--- src/cmap_pkg.sv ---
// Shared types and constants for the character-map subtable partitioner.
// Holds the channel word structs, the table format codes and the control state type.
// No dependencies.
package cmap_pkg;

  localparam int DEFAULT_MAX_POINTS = 64;
  localparam int CP_W = 21;
  localparam int GLYPH_W = 7;

  // Cost terms of one subtable.
  localparam int COST_HDR = 16;
  localparam int SPAN_DENSE = 256;
  localparam int SPAN_SPARSE = 65536;

  typedef enum logic [1:0] {
    FMT_HEADER = 2'd0,
    FMT_DENSE  = 2'd1,
    FMT_SPARSE = 2'd2
  } fmt_t;

  typedef struct packed {
    logic [CP_W-1:0] code_point;
    logic            last_point;
  } point_word_t;

  typedef struct packed {
    fmt_t               table_format;
    logic [CP_W-1:0]    range_first;
    logic [CP_W-1:0]    range_last;
    logic [GLYPH_W-1:0] first_glyph;
    logic [GLYPH_W-1:0] point_count;
    logic               final_table;
  } subtable_word_t;

  typedef enum logic [4:0] {
    S_LOAD,
    S_SO_RD_I,
    S_SO_GET,
    S_SO_RD_K,
    S_SO_CMP,
    S_SO_PUT,
    S_D_RD_I,
    S_D_GET,
    S_D_RD_J,
    S_D_EVAL,
    S_D_WR,
    S_B_RD,
    S_B_GET,
    S_E_RD_RUN,
    S_E_RD_S,
    S_E_RD_E,
    S_E_CAP,
    S_E_WAIT
  } state_t;

endpackage

--- src/cmap_subtable_partition_dp.sv ---
// Takes one loaded word per cycle while in the load state; after the last word it runs an insertion sort,
// a split search (one start/end pair at a time through the point and split memories), a backtrack
// over the split table and then emits one subtable per run.
// Works on one set at a time: no new point is taken until the final subtable has been accepted.
// Reset: rst clears the controller and the loaded count; memory contents are not cleared.
module cmap_subtable_partition_dp #(
  parameter int MAX_POINTS = cmap_pkg::DEFAULT_MAX_POINTS
) (
  input  logic                     clk,
  input  logic                     rst,
  input  logic                     point_valid,
  output logic                     point_stall,
  input  cmap_pkg::point_word_t    point,
  output logic                     subtable_valid,
  input  logic                     subtable_stall,
  output cmap_pkg::subtable_word_t subtable
);
  import cmap_pkg::*;

  // Index width addresses the stores; count width can also hold MAX_POINTS itself.
  localparam int IW = (MAX_POINTS > 1) ? $clog2(MAX_POINTS) : 1;
  localparam int CW = $clog2(MAX_POINTS + 1);
  // Every candidate cost stays below this bound, so compares never wrap.
  localparam int COST_W = $clog2(MAX_POINTS * 20 + 300);
  localparam int DP_W = COST_W + IW + 2;
  localparam int RUN_W = 2 + 2 * IW;

  state_t state, state_next;

  logic [CW-1:0] cnt;        // loaded points, and the set size while working
  logic [CW-1:0] i;          // outer index of sort and split search
  logic [IW-1:0] k;          // insertion position of the sort
  logic [IW-1:0] j;          // candidate start of the split search
  logic [IW-1:0] e;          // end of the run being traced back
  logic [CW-1:0] runs;       // number of runs found by the trace
  logic [IW-1:0] t;          // run being emitted, last stored first
  logic [CP_W-1:0] v;        // word being inserted by the sort
  logic [CP_W-1:0] pi;       // point at the end of the current prefix
  logic [CP_W-1:0] pnext;    // point just above j, for the gap test
  logic            gf;       // run j+1..i has no gaps
  logic            bvalid;
  logic [COST_W-1:0] best;
  logic [IW-1:0]     bstart;
  fmt_t              bfmt;
  logic [GLYPH_W-1:0] glyph;
  logic [RUN_W-1:0]   rec;
  logic [CP_W-1:0]    first_cp;

  // Memory ports.
  logic            p_we, p_re;
  logic [IW-1:0]   p_waddr, p_raddr;
  logic [CP_W-1:0] p_wdata, p_rdata;
  logic            d_we, d_re;
  logic [IW-1:0]   d_waddr, d_raddr;
  logic [DP_W-1:0] d_wdata, d_rdata;
  logic             r_we, r_re;
  logic [IW-1:0]    r_waddr, r_raddr;
  logic [RUN_W-1:0] r_wdata, r_rdata;

  // Split table entry fields as read back.
  logic [COST_W-1:0] d_cost;
  logic [IW-1:0]     d_start;
  fmt_t              d_fmt;
  assign d_cost  = d_rdata[DP_W-1 -: COST_W];
  assign d_start = d_rdata[IW+1:2];
  assign d_fmt   = fmt_t'(d_rdata[1:0]);

  // Run list entry fields: format, start index, end index.
  logic [IW-1:0] r_s, rec_s, rec_e;
  assign r_s   = r_rdata[2*IW-1:IW];
  assign rec_s = rec[2*IW-1:IW];
  assign rec_e = rec[IW-1:0];

  logic accept_in;
  logic full;
  logic [CW-1:0] cnt_after;
  assign accept_in = point_valid && !point_stall;
  assign full      = cnt >= CW'(MAX_POINTS);
  assign cnt_after = full ? cnt : cnt + CW'(1);

  // Cost evaluation for start j of the current prefix.
  logic              gf_j;
  logic [COST_W-1:0] prev_cost;
  logic [CW-1:0]     run_len;
  logic              cand_valid;
  logic [COST_W-1:0] cand_cost;
  fmt_t              cand_fmt;
  logic              take;

  assign gf_j      = (CW'(j) == i) ? 1'b1
                   : gf && ({1'b0, pnext} == {1'b0, p_rdata} + (CP_W + 1)'(1));
  assign prev_cost = (j == '0) ? '0 : d_cost;
  assign run_len   = i - CW'(j) + CW'(1);
  // Walking j downward, a tie goes to the smaller start.
  assign take      = cand_valid && (!bvalid || cand_cost <= best);

  cmap_cost #(.COST_W(COST_W), .CW(CW)) u_cost (
    .p_end     (pi),
    .p_start   (p_rdata),
    .prev      (prev_cost),
    .run_len   (run_len),
    .gap_free  (gf_j),
    .cand_valid(cand_valid),
    .cand_cost (cand_cost),
    .cand_fmt  (cand_fmt)
  );

  cmap_ram #(.WIDTH(CP_W), .DEPTH(MAX_POINTS), .AW(IW)) u_points (
    .clk(clk), .wr_en(p_we), .wr_addr(p_waddr), .wr_data(p_wdata),
    .rd_en(p_re), .rd_addr(p_raddr), .rd_data(p_rdata)
  );

  cmap_ram #(.WIDTH(DP_W), .DEPTH(MAX_POINTS), .AW(IW)) u_splits (
    .clk(clk), .wr_en(d_we), .wr_addr(d_waddr), .wr_data(d_wdata),
    .rd_en(d_re), .rd_addr(d_raddr), .rd_data(d_rdata)
  );

  cmap_ram #(.WIDTH(RUN_W), .DEPTH(MAX_POINTS), .AW(IW)) u_runs (
    .clk(clk), .wr_en(r_we), .wr_addr(r_waddr), .wr_data(r_wdata),
    .rd_en(r_re), .rd_addr(r_raddr), .rd_data(r_rdata)
  );

  // Next state.
  always_comb begin
    state_next = state;
    unique case (state)
      S_LOAD:     if (accept_in && point.last_point) state_next = S_SO_RD_I;
      S_SO_RD_I:  state_next = (i < cnt) ? S_SO_GET : S_D_RD_I;
      S_SO_GET:   state_next = S_SO_RD_K;
      S_SO_RD_K:  state_next = S_SO_CMP;
      S_SO_CMP: begin
        if (p_rdata > v) begin
          state_next = (k == IW'(1)) ? S_SO_PUT : S_SO_RD_K;
        end else begin
          state_next = S_SO_RD_I;
        end
      end
      S_SO_PUT:   state_next = S_SO_RD_I;
      S_D_RD_I:   state_next = (i < cnt) ? S_D_GET : S_B_RD;
      S_D_GET:    state_next = S_D_RD_J;
      S_D_RD_J:   state_next = S_D_EVAL;
      S_D_EVAL:   state_next = (j == '0) ? S_D_WR : S_D_RD_J;
      S_D_WR:     state_next = S_D_RD_I;
      S_B_RD:     state_next = S_B_GET;
      S_B_GET:    state_next = (d_start == '0) ? S_E_RD_RUN : S_B_RD;
      S_E_RD_RUN: state_next = S_E_RD_S;
      S_E_RD_S:   state_next = S_E_RD_E;
      S_E_RD_E:   state_next = S_E_CAP;
      S_E_CAP:    state_next = S_E_WAIT;
      S_E_WAIT: begin
        if (!subtable_stall) begin
          state_next = (t == '0) ? S_LOAD : S_E_RD_RUN;
        end
      end
      default:    state_next = S_LOAD;
    endcase
  end

  // Memory control and handshake outputs.
  always_comb begin
    point_stall = (state != S_LOAD);
    p_we = 1'b0; p_waddr = cnt[IW-1:0]; p_wdata = point.code_point;
    p_re = 1'b0; p_raddr = i[IW-1:0];
    d_we = 1'b0; d_waddr = i[IW-1:0]; d_wdata = {best, bstart, bfmt};
    d_re = 1'b0; d_raddr = j - IW'(1);
    r_we = 1'b0; r_waddr = runs[IW-1:0]; r_wdata = {d_fmt, d_start, e};
    r_re = 1'b0; r_raddr = t;
    unique case (state)
      S_LOAD:     p_we = accept_in && !full;
      S_SO_RD_I:  p_re = 1'b1;
      S_SO_RD_K: begin
        p_re    = 1'b1;
        p_raddr = k - IW'(1);
      end
      S_SO_CMP: begin
        p_we    = 1'b1;
        p_waddr = k;
        p_wdata = (p_rdata > v) ? p_rdata : v;
      end
      S_SO_PUT: begin
        p_we    = 1'b1;
        p_waddr = k;
        p_wdata = v;
      end
      S_D_RD_I:   p_re = 1'b1;
      S_D_RD_J: begin
        p_re    = 1'b1;
        p_raddr = j;
        d_re    = 1'b1;
      end
      S_D_WR:     d_we = 1'b1;
      S_B_RD: begin
        d_re    = 1'b1;
        d_raddr = e;
      end
      S_B_GET:    r_we = 1'b1;
      S_E_RD_RUN: r_re = 1'b1;
      S_E_RD_S: begin
        p_re    = 1'b1;
        p_raddr = r_s;
      end
      S_E_RD_E: begin
        p_re    = 1'b1;
        p_raddr = rec_e;
      end
      default: begin
      end
    endcase
  end

  always_ff @(posedge clk) begin
    if (rst) begin
      state <= S_LOAD;
    end else begin
      state <= state_next;
    end
  end

  // Counters, which are control state, clear on reset.
  always_ff @(posedge clk) begin
    if (rst) begin
      cnt            <= '0;
      subtable_valid <= 1'b0;
    end else begin
      if (state == S_LOAD && accept_in) begin
        cnt <= cnt_after;
      end
      if (state == S_E_CAP) begin
        subtable_valid <= 1'b1;
      end
      if (state == S_E_WAIT && !subtable_stall) begin
        subtable_valid <= 1'b0;
        if (t == '0) begin
          cnt <= '0;
        end
      end
    end
  end

  // Datapath registers for sort, split search, trace and emit.
  always_ff @(posedge clk) begin
    unique case (state)
      S_LOAD: i <= CW'(1);
      S_SO_RD_I: begin
        if (i >= cnt) begin
          i <= '0;
        end
      end
      S_SO_GET: begin
        v <= p_rdata;
        k <= i[IW-1:0];
      end
      S_SO_CMP: begin
        if (p_rdata > v) begin
          k <= k - IW'(1);
        end else begin
          i <= i + CW'(1);
        end
      end
      S_SO_PUT: i <= i + CW'(1);
      S_D_RD_I: begin
        e    <= IW'(cnt - CW'(1));
        runs <= '0;
      end
      S_D_GET: begin
        pi     <= p_rdata;
        j      <= i[IW-1:0];
        gf     <= 1'b1;
        bvalid <= 1'b0;
      end
      S_D_EVAL: begin
        gf    <= gf_j;
        pnext <= p_rdata;
        if (take) begin
          bvalid <= 1'b1;
          best   <= cand_cost;
          bstart <= j;
          bfmt   <= cand_fmt;
        end
        if (j != '0) begin
          j <= j - IW'(1);
        end
      end
      S_D_WR: i <= i + CW'(1);
      S_B_GET: begin
        runs <= runs + CW'(1);
        e    <= d_start - IW'(1);
        t     <= runs[IW-1:0];
        glyph <= GLYPH_W'(1);
      end
      S_E_RD_S: rec <= r_rdata;
      S_E_RD_E: first_cp <= p_rdata;
      S_E_CAP: begin
        subtable.table_format <= fmt_t'(rec[RUN_W-1 -: 2]);
        subtable.range_first  <= first_cp;
        subtable.range_last   <= p_rdata;
        subtable.first_glyph  <= glyph;
        subtable.point_count  <= GLYPH_W'(CW'(rec_e) - CW'(rec_s) + CW'(1));
        subtable.final_table  <= (t == '0);
      end
      S_E_WAIT: begin
        if (!subtable_stall) begin
          glyph <= glyph + subtable.point_count;
          if (t != '0) begin
            t <= t - IW'(1);
          end
        end
      end
      default: begin
      end
    endcase
  end

  // A candidate start never lies beyond the end of its prefix.
  a_start_in_prefix: assert property (@(posedge clk) disable iff (rst)
    (state == S_D_EVAL) |-> (CW'(j) <= i))
    else $error("split search start beyond prefix end");

  // Points are sorted, so every subtable covers an ascending range.
  a_range_order: assert property (@(posedge clk) disable iff (rst)
    subtable_valid |-> (subtable.range_first <= subtable.range_last))
    else $error("subtable range out of order");

  // Once the final subtable is taken the block returns to loading.
  a_final_returns: assert property (@(posedge clk) disable iff (rst)
    (subtable_valid && !subtable_stall && subtable.final_table)
      |=> (!subtable_valid && !point_stall))
    else $error("block did not return to loading after final subtable");

  // No word is taken while a subtable is pending.
  a_no_load_while_out: assert property (@(posedge clk) disable iff (rst)
    subtable_valid |-> point_stall)
    else $error("input taken while a subtable is pending");

endmodule

--- src/cmap_ram.sv ---
// Simple dual-port synchronous RAM with one write and one registered read port.
// Used for the point store, the split table and the run list; does not depend on cmap_pkg.
module cmap_ram #(
  parameter int WIDTH = 8,
  parameter int DEPTH = 64,
  parameter int AW = 6
) (
  input  logic             clk,
  input  logic             wr_en,
  input  logic [AW-1:0]    wr_addr,
  input  logic [WIDTH-1:0] wr_data,
  input  logic             rd_en,
  input  logic [AW-1:0]    rd_addr,
  output logic [WIDTH-1:0] rd_data
);

  logic [WIDTH-1:0] mem [DEPTH];

  always_ff @(posedge clk) begin
    if (wr_en) begin
      mem[wr_addr] <= wr_data;
    end
  end

  always_ff @(posedge clk) begin
    if (rd_en) begin
      rd_data <= mem[rd_addr];
    end
  end

endmodule

--- src/cmap_cost.sv ---
// Cost evaluator for one candidate subtable that spans points j through i.
// Picks the cheapest format allowed for that run, first tried winning ties; depends on cmap_pkg.
module cmap_cost #(
  parameter int COST_W = 11,
  parameter int CW = 7
) (
  input  logic [cmap_pkg::CP_W-1:0] p_end,
  input  logic [cmap_pkg::CP_W-1:0] p_start,
  input  logic [COST_W-1:0]         prev,
  input  logic [CW-1:0]             run_len,
  input  logic                      gap_free,
  output logic                      cand_valid,
  output logic [COST_W-1:0]         cand_cost,
  output cmap_pkg::fmt_t            cand_fmt
);
  import cmap_pkg::*;

  logic [CP_W-1:0]   span;
  logic              near;
  logic              mid;
  logic [COST_W-1:0] dense_c;
  logic [COST_W-1:0] hdr_c;
  logic [COST_W-1:0] sparse_c;

  assign span = p_end - p_start;
  assign near = span < CP_W'(SPAN_DENSE);
  assign mid  = span < CP_W'(SPAN_SPARSE);

  assign dense_c  = prev + COST_W'(COST_HDR + 1) + COST_W'(span[7:0]);
  assign hdr_c    = prev + COST_W'(COST_HDR);
  assign sparse_c = prev + COST_W'(COST_HDR) + (COST_W'(run_len) << 1);

  always_comb begin
    cand_valid = mid;
    cand_cost  = sparse_c;
    cand_fmt   = FMT_SPARSE;
    if (near) begin
      cand_cost = dense_c;
      cand_fmt  = FMT_DENSE;
      if (gap_free && hdr_c < cand_cost) begin
        cand_cost = hdr_c;
        cand_fmt  = FMT_HEADER;
      end
      if (sparse_c < cand_cost) begin
        cand_cost = sparse_c;
        cand_fmt  = FMT_SPARSE;
      end
    end
  end

endmodule
--- config.mk ---
export PLATFORM = sky130hd
export DESIGN_NAME = cmap_subtable_partition_dp
export DESIGN_NICKNAME = d
export VERILOG_FILES = /design/src/cmap_pkg.sv /design/src/cmap_subtable_partition_dp.sv /design/src/cmap_ram.sv /design/src/cmap_cost.sv
export SDC_FILE = /design/constraint.sdc
export NUM_CORES = 2
export LEC_CHECK = 0
export BUFFER_PORTS_ARGS = -buffer_cell sky130_fd_sc_hd__buf_2
export CAP_MARGIN = 5
export CORE_MARGIN = 2
export CORE_UTILIZATION = 28
export DETAILED_ROUTE_END_ITERATION = 10
export GPL_ROUTABILITY_DRIVEN = 0
export HOLD_SLACK_MARGIN = 0.02
export PLACE_DENSITY_LB_ADDON = 0.3
export SKIP_CTS_REPAIR_TIMING = 1
export SKIP_LAST_GASP = 1
export SYNTH_ARGS = -nofsm -noshare
export SYNTH_HDL_FRONTEND = slang
export SYNTH_SLANG_ARGS = --single-unit
--- constraint.sdc ---
create_clock -name clk -period 19.89 [get_ports clk]
set_input_delay 0 -clock clk [delete_from_list [all_inputs] [get_ports clk]]
set_output_delay 0 -clock clk [all_outputs]
set_load 0.1 [all_outputs]
# Word level (Yosys, flattened, before mapping)
# Memories as Yosys holds them, arrays and structs flattened. A register that Yosys moved wholly into a read port is not among the register bits.
# Cells that the tools add are included.
dict set report totals {
  register_bits 236
  ramBits 3456
  output_inout_bits 61
  n_memories 3
}
# name depth width read_ports rd_clocked_by_memory_dff write_ports line_no
set memory_table {}
lappend memory_table {u_points.mem 64 21 1 1 1 cmap_ram.sv:17} ;# logic [WIDTH-1:0] mem [DEPTH];
lappend memory_table {u_splits.mem 64 19 1 1 1 cmap_ram.sv:17}
lappend memory_table {u_runs.mem 64 14 1 1 1 cmap_ram.sv:17}
dict set report classes {
  n_eq_ne 28
  n_reduce_logical 39
  n_bitwise 1
  add_sub_neg 19
  mux 55
  magnitude_cmp 9
}
# operator count
set ops {}
lappend ops {{$pmux W5 S18} 1}
lappend ops {{$mux W11} 5}
lappend ops {{$mux W7} 7}
lappend ops {{$pmux W6 S2} 4}
lappend ops {{$pmux W21 S2} 1}
lappend ops {{$eq A5 B4 Y1 const B} 8}
lappend ops {{$mux W6} 6}
lappend ops {{$add A7 B1 Y7 const B} 5}
lappend ops {{$sub A6 B1 Y6 const B} 5}
lappend ops {{$pmux W7 S2} 2}
lappend ops {{$pmux W7 S4} 1}
lappend ops {{$pmux W6 S4} 1}
lappend ops {{$add A11 B5 Y11 const B} 2}
lappend ops {{$add A11 B8 Y11} 2}
lappend ops {{$add A21 B1 Y22 const B} 1}
lappend ops {{$eq A21 B22 Y1} 1}
lappend ops {{$lt A11 B11 Y1} 2}
lappend ops {{$gt A21 B21 Y1} 1}
lappend ops {{$lt A21 B17 Y1 const B} 1}
lappend ops {{$lt A21 B9 Y1 const B} 1}
lappend ops {{$mux W21} 1}
lappend ops {{$sub A21 B21 Y21} 1}
lappend ops {{$eq A5 B3 Y1 const B} 4}
lappend ops {{$logic_not A6 Y1} 3}
lappend ops {{other kinds (33)} 85}

# Longest topological paths before layout
dict set report logic_depth {
  word_depth 16
  depth_mapped 47
  depth_no_buf 44
}

# Modules after synthesis
# A second synthesis with hierarchy kept.
dict set report hier_totals {
  hier_cells 7230
  hier_area_um2 148904.1
}
# module n_inst area_per_inst_um2 cells_each
set by_module_without_submodules {}
lappend by_module_without_submodules {{cmap_ram at u_points} 1 51927.3 2190}
lappend by_module_without_submodules {{cmap_ram at u_splits} 1 47304.1 2113}
lappend by_module_without_submodules {{cmap_ram at u_runs} 1 35018.6 1571}
lappend by_module_without_submodules {cmap_subtable_partition_dp 1 11797.6 974}
lappend by_module_without_submodules {cmap_cost 1 2856.5 382}

# Worst setup path after synthesis
# No wires, ideal clock.
dict set report synth_path {
  kind {register -> register}
  from {reg u_points.rd_data[0] (read register of u_points.mem)}
  to {reg bvalid, enable pin}
  t_arrival_ns 10.266
  path_slack_ns 9.326
  path_stages_with_launch 45
  required_ns 19.591
  period_less_slack_ns 10.564
  path_cell_list {edfxtp_1 -> ha_1 -> fa_1 -> nor2b_1 -> o21a_1 -> nor3_1 -> or2_2 -> ha_1 -> inv_1 -> ha_1 -> o21ai_0 -> nor2_1 -> or4_1 -> a31oi_1 -> xnor2_1 -> inv_1 -> ha_1 -> and2_1 -> (+9 left out) -> nand4_1 -> nor3_1 -> o21ai_0 -> a2111o_1 -> nor4_1 -> a21boi_1 -> buf_4 -> mux2i_1 -> ha_1 -> nor2b_1 -> o21a_1 -> o21a_1 -> o21a_1 -> o21a_1 -> o21ai_0 -> a31oi_1 -> nor4_1 -> or2_2}
}
dict set report synth_via {
  elab_chain_cells 15
  word_cells_on_any_way 20
  classes_between {add/sub (3); order compare (5); eq/ne (2); mux (5); reduce/logical (5)}
}
# element line_no
set synth_lines {}
lappend synth_lines {{start, declared} cmap_ram.sv:14} ;# output logic [WIDTH-1:0] rd_data
lappend synth_lines {{parallel branches: the longest is 9 deep, another holds $sub A21 B21 Y21} n/a}
lappend synth_lines {{$mux W11 (*)} cmap_cost.sv:37} ;# if (near) begin
lappend synth_lines {{named net cand_cost[1]} cmap_subtable_partition_dp.sv:86} ;# logic [COST_W-1:0] cand_cost;
lappend synth_lines {{$le A11 B11 Y1 (*)} cmap_subtable_partition_dp.sv:95} ;# assign take = cand_valid && (!bvalid || cand_cost <= best);
lappend synth_lines {{$logic_or A1 B1 Y1 (*)} cmap_subtable_partition_dp.sv:95}
lappend synth_lines {{$logic_and A1 B1 Y1 (*)} cmap_subtable_partition_dp.sv:95}
lappend synth_lines {{$ne A2 B2 Y1 (no source line) (*)} n/a}
lappend synth_lines {{$reduce_and A2 Y1 (no source line) (*)} n/a}
lappend synth_lines {{end signal, assigned} cmap_subtable_partition_dp.sv:269} ;# bvalid <= 1'b0;
lappend synth_lines {{end signal, assigned} cmap_subtable_partition_dp.sv:275} ;# bvalid <= 1'b1;
lappend synth_lines {{end, declared} cmap_subtable_partition_dp.sv:41} ;# logic bvalid;
# Mark *: on every way through the listed nets, which the timed path passes. The select of a mux whose other input is x is not followed.
# A chain may end at the register's enable or synchronous reset.

# Worst setup path after layout
dict set report layout_path {
  from {reg j[0]}
  to {reg bstart[2], enable pin}
}
dict set report layout_via {
  elab_chain_cells 15
  word_cells_on_any_way 21
  classes_between {add/sub (6); order compare (3); eq/ne (1); mux (6); reduce/logical (5)}
}
# element line_no
set layout_lines {}
lappend layout_lines {{start, declared} cmap_subtable_partition_dp.sv:33} ;# logic [IW-1:0] j;
lappend layout_lines {{start signal, assigned} cmap_subtable_partition_dp.sv:267} ;# j <= i[IW-1:0];
lappend layout_lines {{start signal, assigned} cmap_subtable_partition_dp.sv:281} ;# j <= j - IW'(1);
lappend layout_lines {{$logic_not A6 Y1} cmap_subtable_partition_dp.sv:92} ;# assign prev_cost = (j == '0) ? '0 : d_cost;
lappend layout_lines {{$mux W11} cmap_subtable_partition_dp.sv:92}
lappend layout_lines {{$add A11 B5 Y11} cmap_cost.sv:29} ;# assign dense_c = prev + COST_W'(COST_HDR + 1) + COST_W'(span[7:0]);
lappend layout_lines {{$add A11 B8 Y11} cmap_cost.sv:29}
lappend layout_lines {{$lt A11 B11 Y1} cmap_cost.sv:40} ;# if (gap_free && hdr_c < cand_cost) begin
lappend layout_lines {{$logic_and A1 B1 Y1} cmap_cost.sv:40}
lappend layout_lines {{$mux W11} cmap_cost.sv:40}
lappend layout_lines {{$mux W11} cmap_cost.sv:37}
lappend layout_lines {{$lt A11 B11 Y1} cmap_cost.sv:44} ;# if (sparse_c < cand_cost) begin
lappend layout_lines {{$mux W11} cmap_cost.sv:44}
lappend layout_lines {{$mux W11 (*)} cmap_cost.sv:37}
lappend layout_lines {{named net cand_cost[1]} cmap_subtable_partition_dp.sv:86}
lappend layout_lines {{$le A11 B11 Y1 (*)} cmap_subtable_partition_dp.sv:95}
lappend layout_lines {{$logic_or A1 B1 Y1 (*)} cmap_subtable_partition_dp.sv:95}
lappend layout_lines {{$logic_and A1 B1 Y1 (*)} cmap_subtable_partition_dp.sv:95}
lappend layout_lines {{$reduce_and A2 Y1 (no source line) (*)} n/a}
lappend layout_lines {{end signal, assigned} cmap_subtable_partition_dp.sv:277} ;# bstart <= j;
lappend layout_lines {{end, declared} cmap_subtable_partition_dp.sv:43} ;# logic [IW-1:0] bstart;
# Mark *: on every way through the listed nets, which the timed path passes. The rest lies on a longest branch. The select of a mux whose other input is x is not followed.

==> out/metrics.yaml <==
wl_per_cell_um: 24.6
outcome: "finished clean"
relSlewSlack_pct: 16.7
cts_root_buffer: "clkbuf_16"
stdcell_count: 16500
cp_max_fo: 18
placed_cell_area_sq_um: 161000
tightest_slew_ns: 1.24
total_leakage_power_nw: 56.1
synth_seq_cells: 3745
hold_viol: 0
synth_cell_type_count: 77
grt_pass1_vias: 80600
port_buffers: 86
fp.coreArea_sq_um: 536000
cpMostUsedCell: "ha_1"
io_pins: 87
slowest_stage: "o21ai_1"
initial_core_util_pct: 28.1
synth_top_area_share_pct: 74.5
setup_viol: 0
antenna_found_initial: 19
htreeDepth: 5
crit_path_start_kind: "flip-flop"
avgSynthCellArea_sq_um: 17.4
crit_type: "reg2reg"
dpl.hpwl_um: 236000
finalSetupTns_ns: 0
cts.path.max_buffers: 4
cts_sinks: 3745
power_density_nw_per_um2: 117
max_freq_mhz: 94.7
finalNetCount: 9181
synth-compound-area-share_pct: 4.88
syn_nets: 8843
rrSetupSlack_ns: 9.33
die_x_um: 737
holdWs_ns: 0.0250
remaining_drc_errors: 0
synth_xor_area_share_pct: 0.576
yosysTopAreaCell: "edfxtp_1"
dr.first_iter.drc_count: 8318
placedCellCount: 15800
critPathBufInv: 5
worstPathArrival_ns: 11.21
vias_per_cell: 4.88
hold_class: "in2reg"
grt_max_degree: 151
fp-row-count: 269
end_kind: "flip-flop"
period_share_pct: 53.1
slew_violations: 0
synth_cells: 8671
cts_made_buffers: 390
netlist_area_sq_um: 151000
layout-drive-gt1-share_pct: 18.0
yosys.area_share.adder_pct: 1.24
grt_usage_pct: 14.4
async_flop_share_pct: 0
cts_tree: "built"
max_stage_delay_ns: 0.67
num_vias: 80700
finClkSkew_ns: 0.149
synth.area.top_cells: "edfxtp_1 (74%), mux4_2 (6.7%), mux2i_1 (4.7%)"
die_h_um: 737
synthMuxAreaShare_pct: 11.9
synth_top_family_by_area: "multiplexers"
synth_warnings: 0
setup_slack_ns: 9.33
yosys.area_share.simple_pct: 5.12
drv_cap: 0
final_area_sq_um: 174000
overflow: 0
grt_pass1_wl_um: 582000
synth_edf_count: 3732
required_ns: 20.54
rsz0062_at_grt: "false"
crit_family: "compound AO/OA/AOI/OAI gates"
clkLatencyLatePin_ns: 1.04
path_clk_slew_ns: 0.06
ant_nets: 0
dr.pass1.iters: 8
fin_crit_ns: 10.56
ir_drop_mv: 0.144
dieArea_sq_um: 543000
pre_cts_slack_ns: 9.46
area_delta_synth_final_pct: 15.8
synth-main-ff-cell: "edfxtp_1"
ys_seq_area_share_pct: 74.6
wl_um: 407000
[flip-flops by register name (all words and copies together), names as in the netlist, 7 cells and up]
signal / count
u_points.mem: 1344
u_splits.mem: 1216
u_runs.mem: 896
subtable: 59
first_cp: 21
pi: 21
pnext: 21
u_points.rd_data: 21
v: 21
u_splits.rd_data: 19
rec: 14
u_runs.rd_data: 14
best: 11
cnt: 7
glyph: 7
i: 7
[per-layer routing]
| metal | routed length [um] | GRT usage, % | vias to the layer above |
|---|---|---|---|
| met5 | 32 | 0 | - |
| met1 | 177000 | 19.9 | 42600 |
| met4 | 11000 | 3.98 | 6 |
| met2 | 195000 | 23.8 | 2443 |
| met3 | 23700 | 2.11 | 564 |
| li1 | - | - | 35100 |
[metrics by stage]
stage | total power, mW | util [%]
6_report | 20.4 | 32.5
5_1_grt | 21.2 | 32.5
4_1_cts | 20.6 | 32.5
3_5_place_dp | 13.3 | 30.1
3_3_place_gp | 13.3 | 30.1
2_1_floorplan | 11.8 | -
[cell families after synthesis]
kind of cell / count (synthesis)
adders and majority gates: 146
and+or+nand+nor: 1744
DFF: 3745
AOI/OAI and AO/OA: 1105
xor gates and xnor gates: 99
buffers and inverters: 618
muxes: 1214
[cell type report]
class	count	area (sq um)
antenna	9	22.5
clock buffer	469	10100
clock inverter	251	2520
fill	51200	362000
inverter	144	543
multi-input combinational	4308	36600
sequential	3745	112000
tap	7181	8980
timing repair buffer	420	3140
[layout by cell type, fill, tap and decap left out, types with 20 or more instances in the layout]
| cell | netlist | final |
|---|---|---|
| edfxtp_1 | 3732 | 3732 |
| nand2_1 | 882 | 878 |
| mux2i_1 | 700 | 700 |
| mux4_2 | 450 | 450 |
| clkbuf_16 | 0 | 394 |
| a21oi_1 | 313 | 310 |
| buf_4 | 13 | 297 |
| nor2_1 | 342 | 193 |
| nand3_1 | 154 | 153 |
| inv_1 | 144 | 143 |
| ha_1 | 140 | 140 |
| o21ai_0 | 146 | 121 |
| nor2_2 | 0 | 119 |
| o22ai_1 | 101 | 101 |
| clkinv_1 | 0 | 94 |
| buf_2 | 112 | 86 |
| o221ai_1 | 76 | 76 |
| clkbuf_1 | 257 | 75 |
| a32oi_1 | 74 | 74 |
| clkinv_2 | 0 | 74 |
| xnor2_1 | 68 | 68 |
| nor3_1 | 70 | 67 |
| a211oi_1 | 64 | 64 |
| mux2_2 | 64 | 64 |
| nor4_1 | 62 | 61 |
| a31oi_1 | 62 | 61 |
| a311oi_1 | 56 | 56 |
| and3_1 | 53 | 52 |
| and2_1 | 47 | 46 |
| a21o_1 | 43 | 43 |
| bufinv_16 | 0 | 35 |
| xor2_1 | 31 | 31 |
| nor2_4 | 0 | 30 |
| a211o_1 | 28 | 28 |
| o211ai_1 | 24 | 24 |
| o21ai_4 | 0 | 24 |
| dlygate4sd3_1 | 0 | 24 |
| nor2b_1 | 21 | 21 |
| o21a_1 | 21 | 21 |
| a311o_1 | 20 | 20 |
[path summary, 6_finish.rpt]
kind,startpoint,end,cells past startpoint
max,j[0],bstart[2],44
min,point[4],u_points.mem[8][3],4
max reg2reg,j[0],bstart[2],44
min reg2reg,first_cp[17],subtable[53],0
[synth_stat cells, types with 112 or more instances]
master / instances
o21ai_0: 146
clkbuf_1: 257
mux2i_1: 700
inv_1: 144
buf_2: 112
a21oi_1: 313
nor2_1: 342
nand3_1: 154
nand2_1: 882
ha_1: 140
mux4_2: 450
edfxtp_1: 3732
[power by group]
part	switching [mW]	leakage (nW)	internal (mW)
combinational	2.79	16.3	1.27
clock	3.13	6.15	4.11
sequential	0.140	33.6	8.94
total	6.05	56.1	14.3
[worst register-to-register path: cells and delay by family (launching register included)]
kind	cells	cell delay (ns)
xor+xnor	1	0.22
fa+ha+maj	7	2.07
compound gates	16	3.12
mux	2	0.75
simple gates	13	2.64
buf+inv	5	0.92
flops	1	0.53
Power figures use the tool's default switching activity.
